**src/hdl/srfmd_pkg.sv**
```systemverilog
// Shared constants and types for the serial frame router / motor drive block.
// No dependencies.
`timescale 1ns / 1ps

package srfmd_pkg;

  localparam int BYTE_W  = 8;
  localparam int CHAN_W  = 2;
  localparam int POS_W   = 3;
  localparam int CIDX_W  = 3;
  localparam int BURST_N = 6;   // ack + address + four data bytes
  localparam int CNT_W   = 3;

  // Configuration register indexes
  localparam logic [CIDX_W-1:0] REG_SYNC  = 3'd0;
  localparam logic [CIDX_W-1:0] REG_ACK   = 3'd1;
  localparam logic [CIDX_W-1:0] REG_LED   = 3'd2;
  localparam logic [CIDX_W-1:0] REG_SERVO = 3'd3;
  localparam logic [CIDX_W-1:0] REG_MOTOR = 3'd4;

  // Reset values of the configuration registers
  localparam logic [BYTE_W-1:0] SYNC_RST  = 8'h80;
  localparam logic [BYTE_W-1:0] ACK_RST   = 8'h33;
  localparam logic [BYTE_W-1:0] LED_RST   = 8'h10;
  localparam logic [BYTE_W-1:0] SERVO_RST = 8'h20;
  localparam logic [BYTE_W-1:0] MOTOR_RST = 8'h30;

  // Largest duty value (magnitude of -128)
  localparam logic [BYTE_W-1:0] DUTY_MAX = 8'h80;

  typedef enum logic [CHAN_W-1:0] {
    CH_HOST  = 2'd0,
    CH_LED   = 2'd1,
    CH_SERVO = 2'd2,
    CH_MOTOR = 2'd3
  } channel_t;

  // Frame position: hunting, then bytes expected so far
  typedef enum logic [POS_W-1:0] {
    POS_HUNT = 3'd0,
    POS_ADDR = 3'd1,
    POS_D0   = 3'd2,
    POS_D1   = 3'd3,
    POS_D2   = 3'd4,
    POS_D3   = 3'd5
  } frame_pos_t;

endpackage

```
**src/hdl/serial_frame_router_motor_drive_unit.sv**
```systemverilog
// Serial frame router with motor drive: top level.
// Depends on srfmd_pkg.
`timescale 1ns / 1ps

// Host bytes enter one beat per cycle on the in_ channel. The block hunts
// for the sync byte, then collects an address byte and four data bytes; a
// sync value inside a frame is plain data. The byte that completes a frame
// loads a result burst into a shift register on the out_ side: an ack beat
// on channel 0, then either the address and the four data bytes on the LED
// or servo channel (6 beats), a single motor-update beat on channel 3
// (2 beats), or nothing more (1 beat). The first beat is offered the cycle
// after the completing byte is taken. The burst drains one beat per cycle
// while out_ready is high; out_last marks its final beat. Every beat carries
// the motor pins and duty as they stand after that beat, so the ack shows
// the motor state from before the frame. Bytes are taken every cycle,
// including while a burst drains; only the byte that would complete the
// next frame is held off (in_ready low) while the previous burst still has
// beats waiting. It is taken in the same cycle as that burst's last beat
// leaves (in_ready then follows out_ready), so a six-byte frame and its
// burst of at most six beats overlap: while the receiver keeps up, the burst
// drains as the next frame comes in and no byte is held off. Configuration
// registers are written with cfg_wr_en; indexes past the motor address are
// ignored. Reset is synchronous and active low.

module serial_frame_router_motor_drive_unit (
  input  logic                           clk,
  input  logic                           rst_n,
  // host byte input
  input  logic                           in_valid,
  output logic                           in_ready,
  input  logic [srfmd_pkg::BYTE_W-1:0]   in_host_byte,
  // result output
  output logic                           out_valid,
  input  logic                           out_ready,
  output logic [srfmd_pkg::CHAN_W-1:0]   out_channel,
  output logic [srfmd_pkg::BYTE_W-1:0]   out_out_byte,
  output logic                           out_dir_a,
  output logic                           out_dir_b,
  output logic [srfmd_pkg::BYTE_W-1:0]   out_duty,
  output logic                           out_last,
  // configuration writes
  input  logic                           cfg_wr_en,
  input  logic [srfmd_pkg::CIDX_W-1:0]   cfg_index,
  input  logic [srfmd_pkg::BYTE_W-1:0]   cfg_wdata
);

  import srfmd_pkg::*;

  // configuration
  logic [BYTE_W-1:0] sync_r, ack_r, led_r, servo_r, motor_r;

  // frame capture
  frame_pos_t        pos_r, pos_nxt;
  logic [BYTE_W-1:0] addr_r;
  logic [BYTE_W-1:0] data_r [0:2];   // data 3 never needs storing

  // motor state (value after the most recent update)
  logic              pin_a_r, pin_b_r;
  logic [BYTE_W-1:0] duty_r;

  // result burst
  logic              bst_valid_r;
  logic              bst_first_r;
  logic [CNT_W-1:0]  bst_rem_r;
  channel_t          bst_ch_r;
  logic [BYTE_W-1:0] bst_bytes_r [0:BURST_N-1];
  logic              old_a_r, old_b_r;
  logic [BYTE_W-1:0] old_duty_r;

  logic in_fire, out_fire, frame_done;

  assign out_fire   = bst_valid_r && out_ready;
  // frame-completing byte may enter as the last beat of the old burst leaves
  assign in_ready   = !(bst_valid_r && (pos_r == POS_D3)) || (out_fire && out_last);
  assign in_fire    = in_valid && in_ready;
  assign frame_done = in_fire && (pos_r == POS_D3);

  // ---------------- frame routing decision ----------------
  logic              led_hit, servo_hit, motor_hit;
  channel_t          route_ch;
  logic [CNT_W-1:0]  route_cnt;
  logic              mot_en, spd_neg;
  logic              pin_a_nxt, pin_b_nxt;
  logic [BYTE_W-1:0] duty_nxt;

  always_comb begin
    led_hit   = (addr_r == led_r);
    servo_hit = (addr_r == servo_r);
    motor_hit = (addr_r == motor_r);
    route_ch  = led_hit ? CH_LED : (servo_hit ? CH_SERVO : CH_MOTOR);
    if (led_hit || servo_hit) begin
      route_cnt = CNT_W'(BURST_N);
    end else if (motor_hit) begin
      route_cnt = CNT_W'(2);
    end else begin
      route_cnt = CNT_W'(1);
    end
    // motor: data 0 is enable, data 1 is signed speed
    mot_en    = (data_r[0] != '0);
    spd_neg   = data_r[1][BYTE_W-1];
    pin_a_nxt = pin_a_r;
    pin_b_nxt = pin_b_r;
    duty_nxt  = duty_r;
    if (!led_hit && !servo_hit && motor_hit) begin
      if (mot_en) begin
        pin_a_nxt = spd_neg;
        pin_b_nxt = !spd_neg;
        duty_nxt  = spd_neg ? (~data_r[1] + 8'd1) : data_r[1];
      end else begin
        pin_a_nxt = 1'b0;
        pin_b_nxt = 1'b0;
      end
    end
  end

  // ---------------- frame position ----------------
  always_comb begin
    pos_nxt = pos_r;
    case (pos_r)
      POS_HUNT: pos_nxt = (in_host_byte == sync_r) ? POS_ADDR : POS_HUNT;
      POS_ADDR: pos_nxt = POS_D0;
      POS_D0:   pos_nxt = POS_D1;
      POS_D1:   pos_nxt = POS_D2;
      POS_D2:   pos_nxt = POS_D3;
      POS_D3:   pos_nxt = POS_HUNT;
      default:  pos_nxt = (in_host_byte == sync_r) ? POS_ADDR : POS_HUNT;
    endcase
  end

  // control and config registers
  always_ff @(posedge clk) begin
    if (!rst_n) begin
      sync_r      <= SYNC_RST;
      ack_r       <= ACK_RST;
      led_r       <= LED_RST;
      servo_r     <= SERVO_RST;
      motor_r     <= MOTOR_RST;
      pos_r       <= POS_HUNT;
      pin_a_r     <= 1'b0;
      pin_b_r     <= 1'b0;
      duty_r      <= '0;
      bst_valid_r <= 1'b0;
      bst_first_r <= 1'b0;
      bst_rem_r   <= '0;
    end else begin
      if (cfg_wr_en) begin
        case (cfg_index)
          REG_SYNC:  sync_r  <= cfg_wdata;
          REG_ACK:   ack_r   <= cfg_wdata;
          REG_LED:   led_r   <= cfg_wdata;
          REG_SERVO: servo_r <= cfg_wdata;
          REG_MOTOR: motor_r <= cfg_wdata;
          default:   ;
        endcase
      end
      if (in_fire) begin
        pos_r <= pos_nxt;
      end
      if (frame_done) begin
        pin_a_r     <= pin_a_nxt;
        pin_b_r     <= pin_b_nxt;
        duty_r      <= duty_nxt;
        bst_valid_r <= 1'b1;
        bst_first_r <= 1'b1;
        bst_rem_r   <= route_cnt;
      end else if (out_fire) begin
        bst_first_r <= 1'b0;
        bst_rem_r   <= bst_rem_r - CNT_W'(1);
        if (bst_rem_r == CNT_W'(1)) begin
          bst_valid_r <= 1'b0;
        end
      end
    end
  end

  // payload registers
  always_ff @(posedge clk) begin
    if (in_fire) begin
      case (pos_r)
        POS_ADDR: addr_r    <= in_host_byte;
        POS_D0:   data_r[0] <= in_host_byte;
        POS_D1:   data_r[1] <= in_host_byte;
        POS_D2:   data_r[2] <= in_host_byte;
        default:  ;
      endcase
    end
    if (frame_done) begin
      bst_ch_r       <= route_ch;
      old_a_r        <= pin_a_r;
      old_b_r        <= pin_b_r;
      old_duty_r     <= duty_r;
      bst_bytes_r[0] <= ack_r;
      // motor update beat carries a zero byte
      bst_bytes_r[1] <= (led_hit || servo_hit) ? addr_r : '0;
      bst_bytes_r[2] <= data_r[0];
      bst_bytes_r[3] <= data_r[1];
      bst_bytes_r[4] <= data_r[2];
      bst_bytes_r[5] <= in_host_byte;
    end else if (out_fire) begin
      for (int i = 0; i < BURST_N - 1; i++) begin
        bst_bytes_r[i] <= bst_bytes_r[i+1];
      end
    end
  end

  // output view of the head of the burst
  assign out_valid    = bst_valid_r;
  assign out_channel  = bst_first_r ? CH_HOST : bst_ch_r;
  assign out_out_byte = bst_bytes_r[0];
  assign out_dir_a    = bst_first_r ? old_a_r : pin_a_r;
  assign out_dir_b    = bst_first_r ? old_b_r : pin_b_r;
  assign out_duty     = bst_first_r ? old_duty_r : duty_r;
  assign out_last     = (bst_rem_r == CNT_W'(1));

endmodule

```
**config.mk**
```make
export PLATFORM = sky130hd
export DESIGN_NAME = serial_frame_router_motor_drive_unit
export DESIGN_NICKNAME = d
export VERILOG_FILES = /design/src/hdl/srfmd_pkg.sv /design/src/hdl/serial_frame_router_motor_drive_unit.sv
export SDC_FILE = /design/constraint.sdc
export NUM_CORES = 1
export LEC_CHECK = 0
export ABC_AREA = 1
export BUFFER_PORTS_ARGS = -buffer_cell sky130_fd_sc_hd__buf_2
export CORE_MARGIN = 8
export CORE_UTILIZATION = 30
export DETAILED_ROUTE_END_ITERATION = 6
export HOLD_SLACK_MARGIN = 0.05
export SYNTH_ARGS = -nofsm -noshare
export SYNTH_HDL_FRONTEND = slang
export SYNTH_SLANG_ARGS = --single-unit
export TNS_END_PERCENT = 1
```
**constraint.sdc**
```tcl
create_clock -name clk -period 2.84 [get_ports clk]
set_clock_uncertainty 0.05 [all_clocks]
set_input_delay 0.284 -clock clk [delete_from_list [all_inputs] [get_ports clk]]
set_output_delay 0.284 -clock clk [all_outputs]
set_load 0.05 [all_outputs]
```
# Yosys cells after proc, flatten, opt, wreduce, memory -nomap -nowiden
# Memories as Yosys holds them, arrays and structs flattened.
# Index checks and enable logic that the tools add are counted.
# W data, S select, Z words.
# word_totals
ff_bits	78
ram_bits	72
out_inout_bits	23
word_cells	114
mem_count	2
# classes
addsub	2
n_eq_ne	14
muxes	45
bitwise_logic	6
reduce_logical	28
# mem_list
name	words	word_bits	rd	rd_ports_with_merged_regs	wr	line	source
bst_bytes_r	6	8	6	0	6	serial_frame_router_motor_drive_unit.sv:66	logic [BYTE_W-1:0] bst_bytes_r [0:BURST_N-1];
data_r	3	8	3	0	1	serial_frame_router_motor_drive_unit.sv:55	logic [BYTE_W-1:0] data_r [0:2];
# ops
cell	count
$mux W8	10
$eq A8 B8 Y1	4
$mux W1	27
$reduce_and A2 Y1	8
$reduce_or A8 Y1	2
$pmux W3 S5	1
$eq A3 B2 Y1 const B	4
$eq A3 B1 Y1 const B	3
$eq A3 B3 Y1 const B	3
$mux W3	3
$add A8 B1 Y8 const B	1
$mux W2	4
$not A8 Y8	1
$reduce_bool A8 Y1	1
$logic_and A1 B1 Y1	7
$or A1 B1 Y1	5
$logic_not A1 Y1	4
$reduce_bool A2 Y1	2
$logic_not A3 Y1	1
$reduce_and A3 Y1	1
$sub A3 B1 Y3 const B	1
$logic_or A1 B1 Y1	2

# Depth between registers and ports, before layout
# logic_depth
depth_word	10
depth_mapped	12

# Least setup slack after synthesis
# No wires, ideal clock.
# synth_timing
kind	reg2reg
startpoint	register bst_valid_r, in the netlist out_valid
endpoint	register bst_rem_r[1]
setup_time_ns	0.167
arrival_time_ns	2.198
required_ns	2.623
setup_slack_ns	0.425
path_stages_with_launch	6
path_buffers	0
period_less_slack_ns	2.415
path_cell_list	dfxtp_1 > nand2_1 > nand3_4 > nand2_1 > o21ai_0 > a21oi_1
# synth_between
elab_chain_cells	6
elab_cells_between_ends	9
# synth_lines
element	line	source
from (decl)	serial_frame_router_motor_drive_unit.sv:62	logic bst_valid_r;
from (signal assigned)	serial_frame_router_motor_drive_unit.sv:142	bst_valid_r <= 1'b0;
from (signal assigned)	serial_frame_router_motor_drive_unit.sv:163	bst_valid_r <= 1'b1;
from (signal assigned)	serial_frame_router_motor_drive_unit.sv:170	bst_valid_r <= 1'b0;
$logic_and A1 B1 Y1, on equally long branches	serial_frame_router_motor_drive_unit.sv:74, serial_frame_router_motor_drive_unit.sv:72	
$logic_not A1 Y1 / $logic_and A1 B1 Y1 (equally long branches)	serial_frame_router_motor_drive_unit.sv:74	assign in_ready = !(bst_valid_r && (pos_r == POS_D3)) || (out_fire && out_last);
$logic_or A1 B1 Y1	serial_frame_router_motor_drive_unit.sv:74	
$logic_and A1 B1 Y1	serial_frame_router_motor_drive_unit.sv:75	assign in_fire = in_valid && in_ready;
$logic_and A1 B1 Y1	serial_frame_router_motor_drive_unit.sv:76	assign frame_done = in_fire && (pos_r == POS_D3);
$mux W3 / $reduce_bool A2 Y1 (equally long branches)	--	
to (signal assigned)	serial_frame_router_motor_drive_unit.sv:165	bst_rem_r <= route_cnt;
to (signal assigned)	serial_frame_router_motor_drive_unit.sv:168	bst_rem_r <= bst_rem_r - CNT_W'(1);
to (decl)	serial_frame_router_motor_drive_unit.sv:64	logic [CNT_W-1:0] bst_rem_r;
# Parallel ways exist; a longest one is shown, timed or not.
# A chain may end at the register's enable or synchronous reset.

# Final worst setup path
# layout_timing
startpoint	register bst_rem_r[1]
endpoint	register bst_rem_r[1]
# layout_between
elab_chain_cells	6
elab_cells_between_ends	9
# layout_lines
element
parallel branches: the longest is 6 deep, another holds $sub A3 B1 Y3
# Parallel ways; which one is timed is not known. The select of a mux whose other input is x is not followed.

==> run metrics <==
Top Registers=bst_bytes_r: 48 flops, data_r: 24 flops; Biggest register=bst_bytes_r; Fmax achieved=between 400 and 500 MHz; Top FF cell, synth=edfxtp_1; VDD IR max=about 0.00045 V; vias in the first global route=between 4000 and 5000; Worst setup SP type=register; area share of the largest cell type after synthesis=0.416; max reg flops=48; worst slack, placed=800 ps; Post-synth EDFFs=92; Synth Area in XOR/XNOR=0.0224; Post-Synth Adder-Cell Area=0.00565; Mapped Area=0.00665 sq mm; Critical Path RT=about 3100 ps; synth cell count leaders=227 x nand2_1, 92 x edfxtp_1, 86 x inv_1; Buf/Inv on CP=2; crit-path cells=inv_1 > ha_1 > nand3_1 > nand2_1 > nand3_4 > nand2_1 > buf_12 > o21ai_0 > a21oi_1; post-CTS setup buffers=0; GRT Total Usage=0.116; Slew HR=0.404; die area=0.0272 sq mm; CTS Root Cell=clkbuf_16; Worst Hold Class=primary input to register; post-route ant nets=0; Final Hold Viols=0; vias per cell=4.39; largest family of logic cells by synthesized area=simple AND/OR/NAND/NOR gates; largest net degree at the start of global routing=65; RSZ-0062 raised after global routing=false; Num CTS Buffers=17; Max stage delay on crit path=410 ps; Async S/R FF share, synth=0; FP Rows=between 50 and 60; share of layout cells above drive strength 1=0.136; worst r2r src=bst_rem_r[1]$_SDFFE_PN0P_; hold buffer count at cts=0; cell with the most instances after synthesis=nand2_1; Setup crit start=bst_rem_r[1]$_SDFFE_PN0P_; I/O Pins=47; Final #Nets=807; ranking of synthesized cells by area=edfxtp_1 42%, dfxtp_1 17%, nand2_1 13%; worst-path maximum fanout=35; placed inst area=just over 0.007 sq mm; Clk Latency, worst-skew pair=430 ps; Worst Path Arrival=roughly 2400 ps; Routability Congestion=roughly 0.82; sequential share of the synthesized area=0.590; Final min period=just over 2000 ps; synth warn=0; syn nets=approximately 770; height of the die=165 microns; setup_tns=0 ps; Avg Cell Area, Syn=between 8 and 9 sq um; hold slack=~130 ps; final instance area=roughly 0.0077 sq mm; post-detailed-routing wire length=15200 microns; leading area contributor after synthesis=edfxtp_1; total clock sinks=150; Cells after Synth=about 740; Top cell by count, worst path=nand2_1; clock tree buffer depth=2; core footprint=0.0218 sq mm; DRC violations left=0; worst min-delay path startpoint=in_host_byte[5]; fin cells=between 1000 and 1500; delay-heaviest family, CP=simple AND/OR/NAND/NOR gates; Synth Area in Compound Gates=0.0864; IO buf count=46; crit path kind=register to register; multiplexer share of the synthesized area=0; initial antenna violation count=1; status=complete, no violations; Post-Place Cells=between 1000 and 1500; TritonCTS clock tree=done; final worst setup slack=slightly below 800 ps; #FFs+latches synth=150; Worst Max-Slew Pin Slew=894 ps; crit path max-delay cell type=nand2_1; initial core utilization=0.305; PostCTS Resize Cnt=0; Pleak=around 3.2 nW; routed vias=4715; DP HPWL=10900 microns; H-tree levels=4; Overflow after GRT=0; post-synthesis simple-gate area fraction=0.213; first-pass GRT wire length=roughly 24000 microns; Setup crit end kind=register; 1st-pass router iterations=5; Fill cells=~2200; setup violators final=0; DRT iter0 DRCs=322; Die W=165 microns; post-synthesis cell type count=34; crit share post-route=0.726; CTS clk-pin slew, worst paths=approximately 70 ps; drt wl/cell=about 14 microns; max-slew violations=0; P per Cell Area=approximately 610 mW/mm^2; Max Cap Viol=0; Syn-to-layout area delta=15.4%
metrics by stage:
step            util  power [mW]
2_1_floorplan      -        2.49
3_3_place_gp   0.326        2.57
3_5_place_dp   0.326        2.57
4_1_cts        0.352        4.72
5_1_grt        0.352        4.84
6_report       0.352        4.69
kinds of logic (layout without fill, tap and decap cells):
group | after synthesis | after routing
AND/OR/NAND/NOR | 339 | 339
adder cells (fa/ha/maj) | 3 | 3
flip-flops | 150 | 150
other | 0 | 1
AO/OA/AOI/OAI | 105 | 105
XOR/XNOR | 17 | 17
buffers and inverters | 125 | 179
area by class of cell:
type                       instances  area (sq um)  area share
sequential                       150          3920       0.512
multi-input combinational        464          2180       0.284
clock buffer                      17           425      0.0555
inverter                          97           374      0.0488
tap                              280           350      0.0457
timing repair buffer              50           273      0.0356
clock inverter                    15           143      0.0186
antenna                            1          2.50    0.000326
per-layer routing:
layer | wire (microns) | GRT usage | vias up
li1 | - | - | 2458
met1 | 7290 | 0.152 | 2131
met2 | 6760 | 0.181 | 100
met3 | 895 | 0.0309 | 24
met4 | 293 | 0.0426 | 2
met5 | 11 | 0 | -
where the power goes:
| part | leakage, nW | switching (mW) | internal (mW) | total (mW) |
|---|---|---|---|---|
| registers | 1.31 | 0.0186 | 2.33 | 2.34 |
| logic | 1.56 | 0.126 | 0.0563 | 0.182 |
| clock network | 0.276 | 0.937 | 1.22 | 2.16 |
| total | 3.16 | 1.08 | 3.61 | 4.69 |
final timing paths:
| kind | endpoint | slack [ps] | cells past startpoint |
|---|---|---|---|
| worst max register to register | bst_rem_r[1]$_SDFFE_PN0P_ | 780 | 9 |
| worst min register to register | old_duty_r[4]$_DFFE_PP_ | 380 | 0 |
| worst min-delay path | data_r[0][13]$_DFFE_PP_ | 130 | 1 |
| worst max-delay path | bst_rem_r[1]$_SDFFE_PN0P_ | 780 | 9 |
placed cells by master, fill, tap and decap left out, types with 3 or more instances in the layout:
master     instances
a21oi_1           28
buf_2             46
buf_4              3
clkbuf_16         17
clkinv_4           4
dfxtp_1           58
edfxtp_1          92
ha_1               3
inv_1             86
inv_2              7
inv_6              8
nand2_1          227
nand3_1           21
nand3_4            3
nand4_1            5
nor2_1            68
nor2_2             5
nor3_1             3
o21ai_0           65
o31ai_1            4
o31ai_2            4
xnor2_1            5
xor2_1            12
Power figures use the tool's default switching activity.
